$ cat config.mk
export PLATFORM = sky130hd
export DESIGN_NAME = solenoid_boost_hold_controller_flat
export DESIGN_NICKNAME = d
export VERILOG_FILES = /design/src/sbhc_pkg.sv /design/src/sbhc_if.sv /design/src/solenoid_boost_hold_controller.sv /design/src/flat_wrapper.sv
export SDC_FILE = /design/constraint.sdc
export NUM_CORES = 1
export LEC_CHECK = 0
export BUFFER_PORTS_ARGS = -buffer_cell sky130_fd_sc_hd__buf_2
export CORE_ASPECT_RATIO = 1.75
export CORE_MARGIN = 2
export CORE_UTILIZATION = 35
export DETAILED_ROUTE_END_ITERATION = 10
export HOLD_SLACK_MARGIN = 0.05
export PLACE_DENSITY = 0.61
export SYNTH_ARGS = -nofsm -noshare
export SYNTH_HDL_FRONTEND = slang
export SYNTH_SLANG_ARGS = --single-unit
$ cat constraint.sdc
create_clock -name clk -period 4.2 [get_ports clk]
set_input_delay 0.84 -clock clk [delete_from_list [all_inputs] [get_ports clk]]
set_output_delay 0.84 -clock clk [all_outputs]
set_load 0.05 [all_outputs]
$ cat src/sbhc_pkg.sv
// ----------------------------------------------------------------------------
// Solenoid boost/hold controller package
// Sizes, opcodes, status codes, register indexes and reset values.
// ----------------------------------------------------------------------------
package sbhc_pkg;

	localparam int GROUPS     = 6;
	// Only the first six groups fit the result masks.
	localparam int OUT_GROUPS = (GROUPS < 6) ? GROUPS : 6;

	localparam int VMASK_W    = 18;
	localparam int BMASK_W    = 6;
	localparam int CFG_IDX_W  = 2;
	localparam int CFG_DATA_W = 16;

	localparam logic [1:0] OP_VALVE   = 2'd0;
	localparam logic [1:0] OP_TICK    = 2'd1;
	localparam logic [1:0] OP_ALL_OFF = 2'd2;

	localparam logic [1:0] KIND_TEST  = 2'd2;

	localparam logic [2:0] ST_OK        = 3'd0;
	localparam logic [2:0] ST_BAD_INDEX = 3'd1;
	localparam logic [2:0] ST_ZERO_PULL = 3'd2;
	localparam logic [2:0] ST_INTERVAL  = 3'd3;
	localparam logic [2:0] ST_DISABLED  = 3'd4;

	localparam logic [CFG_IDX_W-1:0] CFG_ACTIVE_HIGH  = 2'd0;
	localparam logic [CFG_IDX_W-1:0] CFG_OUTPUTS_EN   = 2'd1;
	localparam logic [CFG_IDX_W-1:0] CFG_MIN_INTERVAL = 2'd2;

	localparam logic [15:0] MIN_INTERVAL_RST = 16'd1000;

	function automatic logic [VMASK_W-1:0] valve_exist_mask();
		logic [VMASK_W-1:0] m;
		m = '0;
		for (int i = 0; i < OUT_GROUPS; i++) begin
			m[3*i +: 3] = 3'b111;
		end
		return m;
	endfunction

	function automatic logic [BMASK_W-1:0] boost_exist_mask();
		logic [BMASK_W-1:0] m;
		m = '0;
		for (int i = 0; i < OUT_GROUPS; i++) begin
			m[i] = 1'b1;
		end
		return m;
	endfunction

	localparam logic [VMASK_W-1:0] VALVE_EXIST = valve_exist_mask();
	localparam logic [BMASK_W-1:0] BOOST_EXIST = boost_exist_mask();

endpackage

$ cat src/sbhc_if.sv
// ----------------------------------------------------------------------------
// Solenoid boost/hold controller channels
// Command, response and configuration channels with valid/ready handshakes.
// ----------------------------------------------------------------------------
interface sbhc_cmd_if;
	logic        valid;
	logic        ready;
	logic [1:0]  opcode;
	logic [1:0]  valve_kind;
	logic [2:0]  group;
	logic        turn_on;
	logic [15:0] pull_in_ms;
	logic [31:0] now_ms;

	modport source (output valid, opcode, valve_kind, group, turn_on, pull_in_ms, now_ms,
		input ready);
	modport sink (input valid, opcode, valve_kind, group, turn_on, pull_in_ms, now_ms,
		output ready);
endinterface

interface sbhc_rsp_if;
	logic                        valid;
	logic                        ready;
	logic [2:0]                  status;
	logic [sbhc_pkg::VMASK_W-1:0] valve_open_mask;
	logic [sbhc_pkg::BMASK_W-1:0] boost_on_mask;
	logic [sbhc_pkg::VMASK_W-1:0] valve_pins;
	logic [sbhc_pkg::BMASK_W-1:0] boost_pins;

	modport source (output valid, status, valve_open_mask, boost_on_mask, valve_pins,
		boost_pins, input ready);
	modport sink (input valid, status, valve_open_mask, boost_on_mask, valve_pins,
		boost_pins, output ready);
endinterface

interface sbhc_cfg_if;
	logic                           valid;
	logic                           ready;
	logic [sbhc_pkg::CFG_IDX_W-1:0]  index;
	logic [sbhc_pkg::CFG_DATA_W-1:0] data;

	modport source (output valid, index, data, input ready);
	modport sink (input valid, index, data, output ready);
endinterface

$ cat src/solenoid_boost_hold_controller.sv
// ----------------------------------------------------------------------------
// Solenoid boost/hold controller
// Peak-and-hold valve driver for several groups with a shared boost line each.
// ----------------------------------------------------------------------------
//  Channel | Dir | Word contents
//  --------+-----+----------------------------------------------------------
//  cmd     | in  | opcode, valve_kind, group, turn_on, pull_in_ms, now_ms
//  rsp     | out | status, valve_open_mask, boost_on_mask, valve_pins, boost_pins
//  cfg     | in  | index, data (register write, always ready)
//
// Each command word is held in the input register and is then
// evaluated in one pass against the group state; its response is then
// written to the output register. One word per cycle is sustained while rsp is ready.
// Reset clears all valves, boosts, deadlines and intervals and loads the
// register defaults. A stalled response holds the input register, which then
// stalls cmd; words keep flowing while the response register is being drained.
module solenoid_boost_hold_controller (
	input  logic      clk,
	input  logic      arst_n,
	sbhc_cfg_if.sink  cfg,
	sbhc_cmd_if.sink  cmd,
	sbhc_rsp_if.source rsp
);
	import sbhc_pkg::*;

	function automatic logic reached(input logic [31:0] now, input logic [31:0] at);
		logic [31:0] diff;
		diff = now - at;
		return !diff[31];
	endfunction

	// Configuration registers.
	logic        active_high_q;
	logic        outputs_enabled_q;
	logic [15:0] min_interval_q;

	// Input register.
	logic        valid_s1;
	logic [1:0]  opcode_s1;
	logic [1:0]  kind_s1;
	logic [2:0]  group_s1;
	logic        turn_on_s1;
	logic [15:0] pull_s1;
	logic [31:0] now_s1;

	// Group state.
	logic [2:0]        valve_open_q [GROUPS];
	logic [GROUPS-1:0] boost_on_q;
	logic [GROUPS-1:0] pending_q;
	logic [31:0]       deadline_q   [GROUPS];
	logic [31:0]       allowed_q    [GROUPS];

	logic [2:0]        valve_open_d [GROUPS];
	logic [GROUPS-1:0] boost_on_d;
	logic [GROUPS-1:0] pending_d;
	logic [31:0]       deadline_d   [GROUPS];
	logic [31:0]       allowed_d    [GROUPS];

	// Response register.
	logic               rsp_valid_q;
	logic [2:0]         status_q;
	logic [VMASK_W-1:0] vmask_q;
	logic [BMASK_W-1:0] bmask_q;
	logic [VMASK_W-1:0] vpins_q;
	logic [BMASK_W-1:0] bpins_q;

	logic               step;
	logic               group_ok;
	logic               kind_ok;
	logic [2:0]         kind_bit;
	logic [31:0]        open_deadline;
	logic [31:0]        open_allowed;
	logic [2:0]         status_d;
	logic [2:0]         closed_vo;
	logic [VMASK_W-1:0] vmask_d;
	logic [BMASK_W-1:0] bmask_d;

	assign cfg.ready = 1'b1;

	always_ff @(posedge clk or negedge arst_n) begin
		if (!arst_n) begin
			active_high_q     <= 1'b1;
			outputs_enabled_q <= 1'b1;
			min_interval_q    <= MIN_INTERVAL_RST;
		end else if (cfg.valid) begin
			case (cfg.index)
				CFG_ACTIVE_HIGH:  active_high_q     <= cfg.data[0];
				CFG_OUTPUTS_EN:   outputs_enabled_q <= cfg.data[0];
				CFG_MIN_INTERVAL: min_interval_q    <= cfg.data;
				default: ;
			endcase
		end
	end

	assign step      = valid_s1 && (!rsp_valid_q || rsp.ready);
	assign cmd.ready = !valid_s1 || step;

	always_ff @(posedge clk or negedge arst_n) begin
		if (!arst_n) begin
			valid_s1 <= 1'b0;
		end else if (cmd.ready) begin
			valid_s1 <= cmd.valid;
		end
	end

	always_ff @(posedge clk) begin
		if (cmd.valid && cmd.ready) begin
			opcode_s1  <= cmd.opcode;
			kind_s1    <= cmd.valve_kind;
			group_s1   <= cmd.group;
			turn_on_s1 <= cmd.turn_on;
			pull_s1    <= cmd.pull_in_ms;
			now_s1     <= cmd.now_ms;
		end
	end

	assign group_ok      = {1'b0, group_s1} < 4'(GROUPS);
	assign kind_ok       = kind_s1 <= KIND_TEST;
	assign kind_bit      = 3'b001 << kind_s1;
	assign open_deadline = now_s1 + {16'd0, pull_s1};
	assign open_allowed  = now_s1 + {16'd0, min_interval_q};

	always_comb begin
		valve_open_d = valve_open_q;
		boost_on_d   = boost_on_q;
		pending_d    = pending_q;
		deadline_d   = deadline_q;
		allowed_d    = allowed_q;
		status_d     = ST_OK;
		closed_vo    = 3'd0;
		case (opcode_s1)
			OP_VALVE: begin
				if (!kind_ok || !group_ok) begin
					status_d = ST_BAD_INDEX;
				end else if (turn_on_s1 && !outputs_enabled_q) begin
					status_d = ST_DISABLED;
				end else if (turn_on_s1 && (pull_s1 == 16'd0)) begin
					status_d = ST_ZERO_PULL;
				end else begin
					for (int i = 0; i < GROUPS; i++) begin
						if (group_s1 == 3'(i)) begin
							if (turn_on_s1) begin
								if ((valve_open_q[i] & kind_bit) != 3'd0) begin
									status_d = ST_OK;
								end else if (pending_q[i] && !reached(now_s1, allowed_q[i])) begin
									status_d = ST_INTERVAL;
								end else begin
									boost_on_d[i]   = 1'b1;
									pending_d[i]    = 1'b1;
									allowed_d[i]    = open_allowed;
									valve_open_d[i] = valve_open_q[i] | kind_bit;
									deadline_d[i]   = open_deadline;
								end
							end else begin
								closed_vo       = valve_open_q[i] & ~kind_bit;
								valve_open_d[i] = closed_vo;
								if (closed_vo == 3'd0) begin
									boost_on_d[i] = 1'b0;
									deadline_d[i] = 32'd0;
								end
							end
						end
					end
				end
			end
			OP_TICK: begin
				for (int i = 0; i < GROUPS; i++) begin
					if (pending_q[i] && reached(now_s1, allowed_q[i])) begin
						pending_d[i] = 1'b0;
					end
					if (boost_on_q[i] && reached(now_s1, deadline_q[i])) begin
						boost_on_d[i] = 1'b0;
						deadline_d[i] = 32'd0;
					end
				end
			end
			OP_ALL_OFF: begin
				for (int i = 0; i < GROUPS; i++) begin
					valve_open_d[i] = 3'd0;
					boost_on_d[i]   = 1'b0;
					deadline_d[i]   = 32'd0;
				end
			end
			default: ;
		endcase
	end

	always_comb begin
		vmask_d = '0;
		bmask_d = '0;
		for (int i = 0; i < OUT_GROUPS; i++) begin
			vmask_d[3*i +: 3] = valve_open_d[i];
			bmask_d[i]        = boost_on_d[i];
		end
	end

	always_ff @(posedge clk or negedge arst_n) begin
		if (!arst_n) begin
			boost_on_q <= '0;
			pending_q  <= '0;
			for (int i = 0; i < GROUPS; i++) begin
				valve_open_q[i] <= 3'd0;
				deadline_q[i]   <= 32'd0;
				allowed_q[i]    <= 32'd0;
			end
		end else if (step) begin
			boost_on_q   <= boost_on_d;
			pending_q    <= pending_d;
			valve_open_q <= valve_open_d;
			deadline_q   <= deadline_d;
			allowed_q    <= allowed_d;
		end
	end

	always_ff @(posedge clk or negedge arst_n) begin
		if (!arst_n) begin
			rsp_valid_q <= 1'b0;
		end else if (step) begin
			rsp_valid_q <= 1'b1;
		end else if (rsp.ready) begin
			rsp_valid_q <= 1'b0;
		end
	end

	always_ff @(posedge clk) begin
		if (step) begin
			status_q <= status_d;
			vmask_q  <= vmask_d;
			bmask_q  <= bmask_d;
			vpins_q  <= active_high_q ? vmask_d : (~vmask_d & VALVE_EXIST);
			bpins_q  <= active_high_q ? bmask_d : (~bmask_d & BOOST_EXIST);
		end
	end

	assign rsp.valid           = rsp_valid_q;
	assign rsp.status          = status_q;
	assign rsp.valve_open_mask = vmask_q;
	assign rsp.boost_on_mask   = bmask_q;
	assign rsp.valve_pins      = vpins_q;
	assign rsp.boost_pins      = bpins_q;

endmodule

$ cat src/flat_wrapper.sv
// flat-port wrapper written by rule: the top's interface ports become plain ports
module solenoid_boost_hold_controller_flat import sbhc_pkg::*;
  (clk, arst_n, cfg_valid, cfg_index, cfg_data, cfg_ready, cmd_valid, cmd_opcode, cmd_valve_kind, cmd_group, cmd_turn_on, cmd_pull_in_ms, cmd_now_ms, cmd_ready, rsp_valid, rsp_status, rsp_valve_open_mask, rsp_boost_on_mask, rsp_valve_pins, rsp_boost_pins, rsp_ready);
  sbhc_cfg_if cfg_i ();
  sbhc_cmd_if cmd_i ();
  sbhc_rsp_if rsp_i ();
  input  logic clk;
  input  logic arst_n;
  input wire logic [$bits(cfg_i.valid)-1:0] cfg_valid;
  input wire logic [$bits(cfg_i.index)-1:0] cfg_index;
  input wire logic [$bits(cfg_i.data)-1:0] cfg_data;
  output wire logic [$bits(cfg_i.ready)-1:0] cfg_ready;
  input wire logic [$bits(cmd_i.valid)-1:0] cmd_valid;
  input wire logic [$bits(cmd_i.opcode)-1:0] cmd_opcode;
  input wire logic [$bits(cmd_i.valve_kind)-1:0] cmd_valve_kind;
  input wire logic [$bits(cmd_i.group)-1:0] cmd_group;
  input wire logic [$bits(cmd_i.turn_on)-1:0] cmd_turn_on;
  input wire logic [$bits(cmd_i.pull_in_ms)-1:0] cmd_pull_in_ms;
  input wire logic [$bits(cmd_i.now_ms)-1:0] cmd_now_ms;
  output wire logic [$bits(cmd_i.ready)-1:0] cmd_ready;
  output wire logic [$bits(rsp_i.valid)-1:0] rsp_valid;
  output wire logic [$bits(rsp_i.status)-1:0] rsp_status;
  output wire logic [$bits(rsp_i.valve_open_mask)-1:0] rsp_valve_open_mask;
  output wire logic [$bits(rsp_i.boost_on_mask)-1:0] rsp_boost_on_mask;
  output wire logic [$bits(rsp_i.valve_pins)-1:0] rsp_valve_pins;
  output wire logic [$bits(rsp_i.boost_pins)-1:0] rsp_boost_pins;
  input wire logic [$bits(rsp_i.ready)-1:0] rsp_ready;
  assign cfg_i.valid = cfg_valid;
  assign cfg_i.index = cfg_index;
  assign cfg_i.data = cfg_data;
  assign cfg_ready = cfg_i.ready;
  assign cmd_i.valid = cmd_valid;
  assign cmd_i.opcode = cmd_opcode;
  assign cmd_i.valve_kind = cmd_valve_kind;
  assign cmd_i.group = cmd_group;
  assign cmd_i.turn_on = cmd_turn_on;
  assign cmd_i.pull_in_ms = cmd_pull_in_ms;
  assign cmd_i.now_ms = cmd_now_ms;
  assign cmd_ready = cmd_i.ready;
  assign rsp_valid = rsp_i.valid;
  assign rsp_status = rsp_i.status;
  assign rsp_valve_open_mask = rsp_i.valve_open_mask;
  assign rsp_boost_on_mask = rsp_i.boost_on_mask;
  assign rsp_valve_pins = rsp_i.valve_pins;
  assign rsp_boost_pins = rsp_i.boost_pins;
  assign rsp_i.ready = rsp_ready;
  solenoid_boost_hold_controller u_core (.clk(clk), .arst_n(arst_n), .cfg(cfg_i), .cmd(cmd_i), .rsp(rsp_i));
endmodule
==> metrics.md <==
| Metric | Value |
|---|---|
| First-pass GRT wire length | `about 140 mm` |
| Non-Filler Instances | `4749` |
| Vias | `around 25k` |
| Post-DR wirelength/cell | `19.56 um` |
| Skew-Pair Late Insertion Delay | `~0.65 ns` |
| Worst EP arrival | `4.33 ns` |
| Total congestion overflow | `0` |
| Status | `complete, no violations` |
| Most frequent cells in the layout | `426 x dfrtp_1, 408 x inv_1, 395 x ha_1, 256 x nand2_1, 242 x o21ai_0` |
| Final TNS setup | `0 ns` |
| # clock sinks | `541` |
| Place WS | `0.2072 ns` |
| Final nets | `just under 4k` |
| Crit-path max FO | `6` |
| Max clock buf depth | `3` |
| Sw frac | `0.3207` |
| Worst min path class | `input port to async pin` |
| Die Ht | `408.5 um` |
| P_int | `around 11 mW` |
| TritonCTS clock tree | `done` |
| Syn Inst Count | `between 3k and 4k` |
| Seq/Total Area, Yosys | `0.4304` |
| Synth top area cells | `dfrtp_1 33%, ha_1 15%, edfxtp_1 9.8%` |
| Yosys warns | `0` |
| Clk_skew | `approximately 0.033 ns` |
| Area grow syn2layout | `16.08%` |
| Avg Synthesized Cell Area | `10.11 um^2` |
| Leakage | `roughly 17 nW` |
| Die width | `between 200 and 250 um` |
| Final Hold Vio Count | `0` |
| Pwr Density | `421.4 nW/um^2` |
| DR vias/cell | `5.225` |
| Rows | `about 150` |
| Fmax | `0.2515 GHz` |
| Hold slack | `0.1737 ns` |
| FF+latch count, synth | `541` |
| Vias in the first global route | `25.38k` |
| Clock buffer count from CTS | `57` |
| Routed Antenna Nets | `0` |
| PortBufs | `131` |
| RR Startpoint | `u_core.now_s1[26]` |
| WL final | `92.90 mm` |
| Clock Power Share | `0.337` |
| Slew HR | `0.3041` |
| Worst-path clk slew | `0.07 ns` |
| Peak VDD IR | `0.3604 mV` |
| Critical path type | `flop to flop` |
| Initial Util | `0.3527` |
| Max_cap viols | `0` |
| CTS Hold Buffers Added | `0` |
| Synth async-reset ratio | `0.8022` |
| Die Area | `96040 um^2` |
| Largest net degree at the start of global routing | `about 110` |
| Worst setup margin | `0.2236 ns` |
| Number of flops mapped to enable cells by yosys | `107` |
| Tmin final | `between 3 and 4 ns` |
| Gate power share | `0.258` |
| Initial antenna violation count | `2` |
| NetSw | `5.133 mW` |
| DP Cell Count | `4641` |
| Reg2reg setup slack | `0.22 ns` |
| Clock Tree Root | `clkbuf_16` |
| Slew @ Worst Pin | `1.044 ns` |
| First-pass detailed-route iteration total | `5` |
| Most common cell after layout, fill and taps aside | `dfrtp_1` |
| Critical Path RT | `4.55 ns` |
| Final worst-path cycle share | `0.9468` |
| CP endpoint kind | `flop` |
| IO Count | `133` |
| Startpoint class of the critical path | `flop` |
| Critical R2R Capture | `u_core.rsp.boost_pins[4]` |
| Yosys cell types | `83` |
| Top FF cell, synth | `dfrtp_1` |
| Total GRT Usage | `0.1927` |
| Net Count, Synth | `3712` |
| Drt drc | `0` |
| Hpwl dp | `70.75 mm` |
| Post-synth top area share | `0.3258` |
| Worst Reg-to-Reg Cells | `12` |
| 1st-iter DRT viols | `1284` |
| Sequential share of power | `0.405` |
| Max-slew violations | `0` |
| # setup viols final | `0` |
| Cell area after synthesis | `about 33000 um^2` |
| H-tree depth | `2` |
| Leading area contributor after synthesis | `dfrtp_1` |
| Core area | `92770 um^2` |
| RSZ-0062 raised after global routing | `false` |
| Share of cells above drive strength 1 | `0.1857` |
| Routability cong. | `0.9221` |
==> worst max-delay path: stages, from the launching register on <==
cell and delay, ns:
edfxtp_1 0.58, buf_4 0.24, ha_1 0.28, a211oi_1 0.27
nor3b_1 0.09, o311ai_0 0.38, o211ai_1 0.15, a31oi_1 0.34
a21oi_1 0.24, or4b_2 0.67, a32oi_1 0.18, buf_4 0.20
xnor2_1 0.07
==> power groups by stage <==
stage,clock (mW),combinational [mW],sequential [mW]
finish,5.39,4.13,6.48
global route,5.72,4.64,6.56
CTS,5.51,4.17,6.48
detailed placement,0,4.13,6.58
global placement,0,4.04,6.56
floorplan,0,2.62,6.64
==> metal layers <==
layer | share of wire | GRT usage | vias up
li1 | - | - | 11960
met1 | 0.39 | 0.2121 | 12130
met2 | 0.53 | 0.3620 | 529
met3 | 0.035 | 0.02278 | 204
met4 | 0.053 | 0.09537 | 0
met5 | 0 | 0 | -
==> cell usage after synthesis, drive strengths merged (14+ instances only) <==
cell    instances
a211oi         35
a21o           70
a21oi         194
a31oi          30
and2           14
and3           19
and4           17
buf            33
clkbuf         64
dfrtp         426
edfxtp        107
ha            396
inv           409
mux2          231
mux2i          42
nand2         256
nand2b         27
nand3          34
nand4          56
nor2          151
nor2b          25
nor3           41
nor4           15
o211ai         18
o21a           14
o21ai         248
xnor2          53
xor2           49
==> worst max-delay path by stage <==
stage / from / endpoint
2_1_floorplan: rsp_ready / u_core.deadline_q[65]
3_3_place_gp: u_core.now_s1[9] / u_core.deadline_q[101]
3_5_place_dp: u_core.now_s1[9] / u_core.deadline_q[97]
4_1_cts: u_core.now_s1[9] / u_core.deadline_q[117]
5_1_grt: u_core.now_s1[0] / u_core.allowed_q[88]
6_report: u_core.now_s1[26] / u_core.rsp.boost_pins[4]
==> logic make-up (layout without fill, tap and decap cells) <==
| family | count (synthesis) | count (layout) | share of synthesized area |
|---|---|---|---|
| AO/OA/AOI/OAI | 724 | 724 | 0.1365 |
| XOR/XNOR | 102 | 102 | 0.02730 |
| adder cells (fa/ha/maj) | 398 | 398 | 0.1527 |
| buffers and inverters | 507 | 820 | 0.06004 |
| flip-flops | 541 | 541 | 0.4304 |
| multiplexers | 273 | 273 | 0.09235 |
| other | 1 | 2 | 0.0001146 |
| AND/OR/NAND/NOR | 689 | 689 | 0.1006 |
==> cell type report <==
cell class	count	area, um^2
fillers	9026	54790
multi-input cells	2187	16720
flip-flops and latches	541	14080
repair buffers	303	2182
inverters	410	1539
clock buffers	68	1508
well taps	1200	1501
clock inverters	39	442.9
diodes	1	2.502
==> stage by stage <==
stage,utilization,cell area (um^2),power [mW]
floorplan,-,32720,9.255
CTS,0.4093,37970,16.16
finish,0.4094,37980,16.01
global route,0.4094,37980,16.92
global placement,0.3883,36020,10.60
detailed placement,0.3883,36020,10.71
==> sequential cells by signal, summed over array words and instances, names as in the netlist, 2 cells and up <==
signal	cells
u_core.rsp.status	3
u_core.deadline_q	192
u_core.group_s1	3
u_core.rsp.valve_pins	18
u_core.min_interval_q	16
u_core.opcode_s1	2
u_core.rsp.boost_on_mask	6
u_core.now_s1	32
u_core.pull_s1	16
u_core.valve_open_q	18
u_core.pending_q	6
u_core.rsp.boost_pins	6
u_core.kind_s1	2
u_core.rsp.valve_open_mask	18
u_core.boost_on_q	6
u_core.allowed_q	192
==> timing repair <==
action / in CTS / in global routing
resized for setup: 0 / 2
buffers inserted: 0 / 0
setup endpoints to repair: 0 / 36
(Power assumes the default switching activity.)
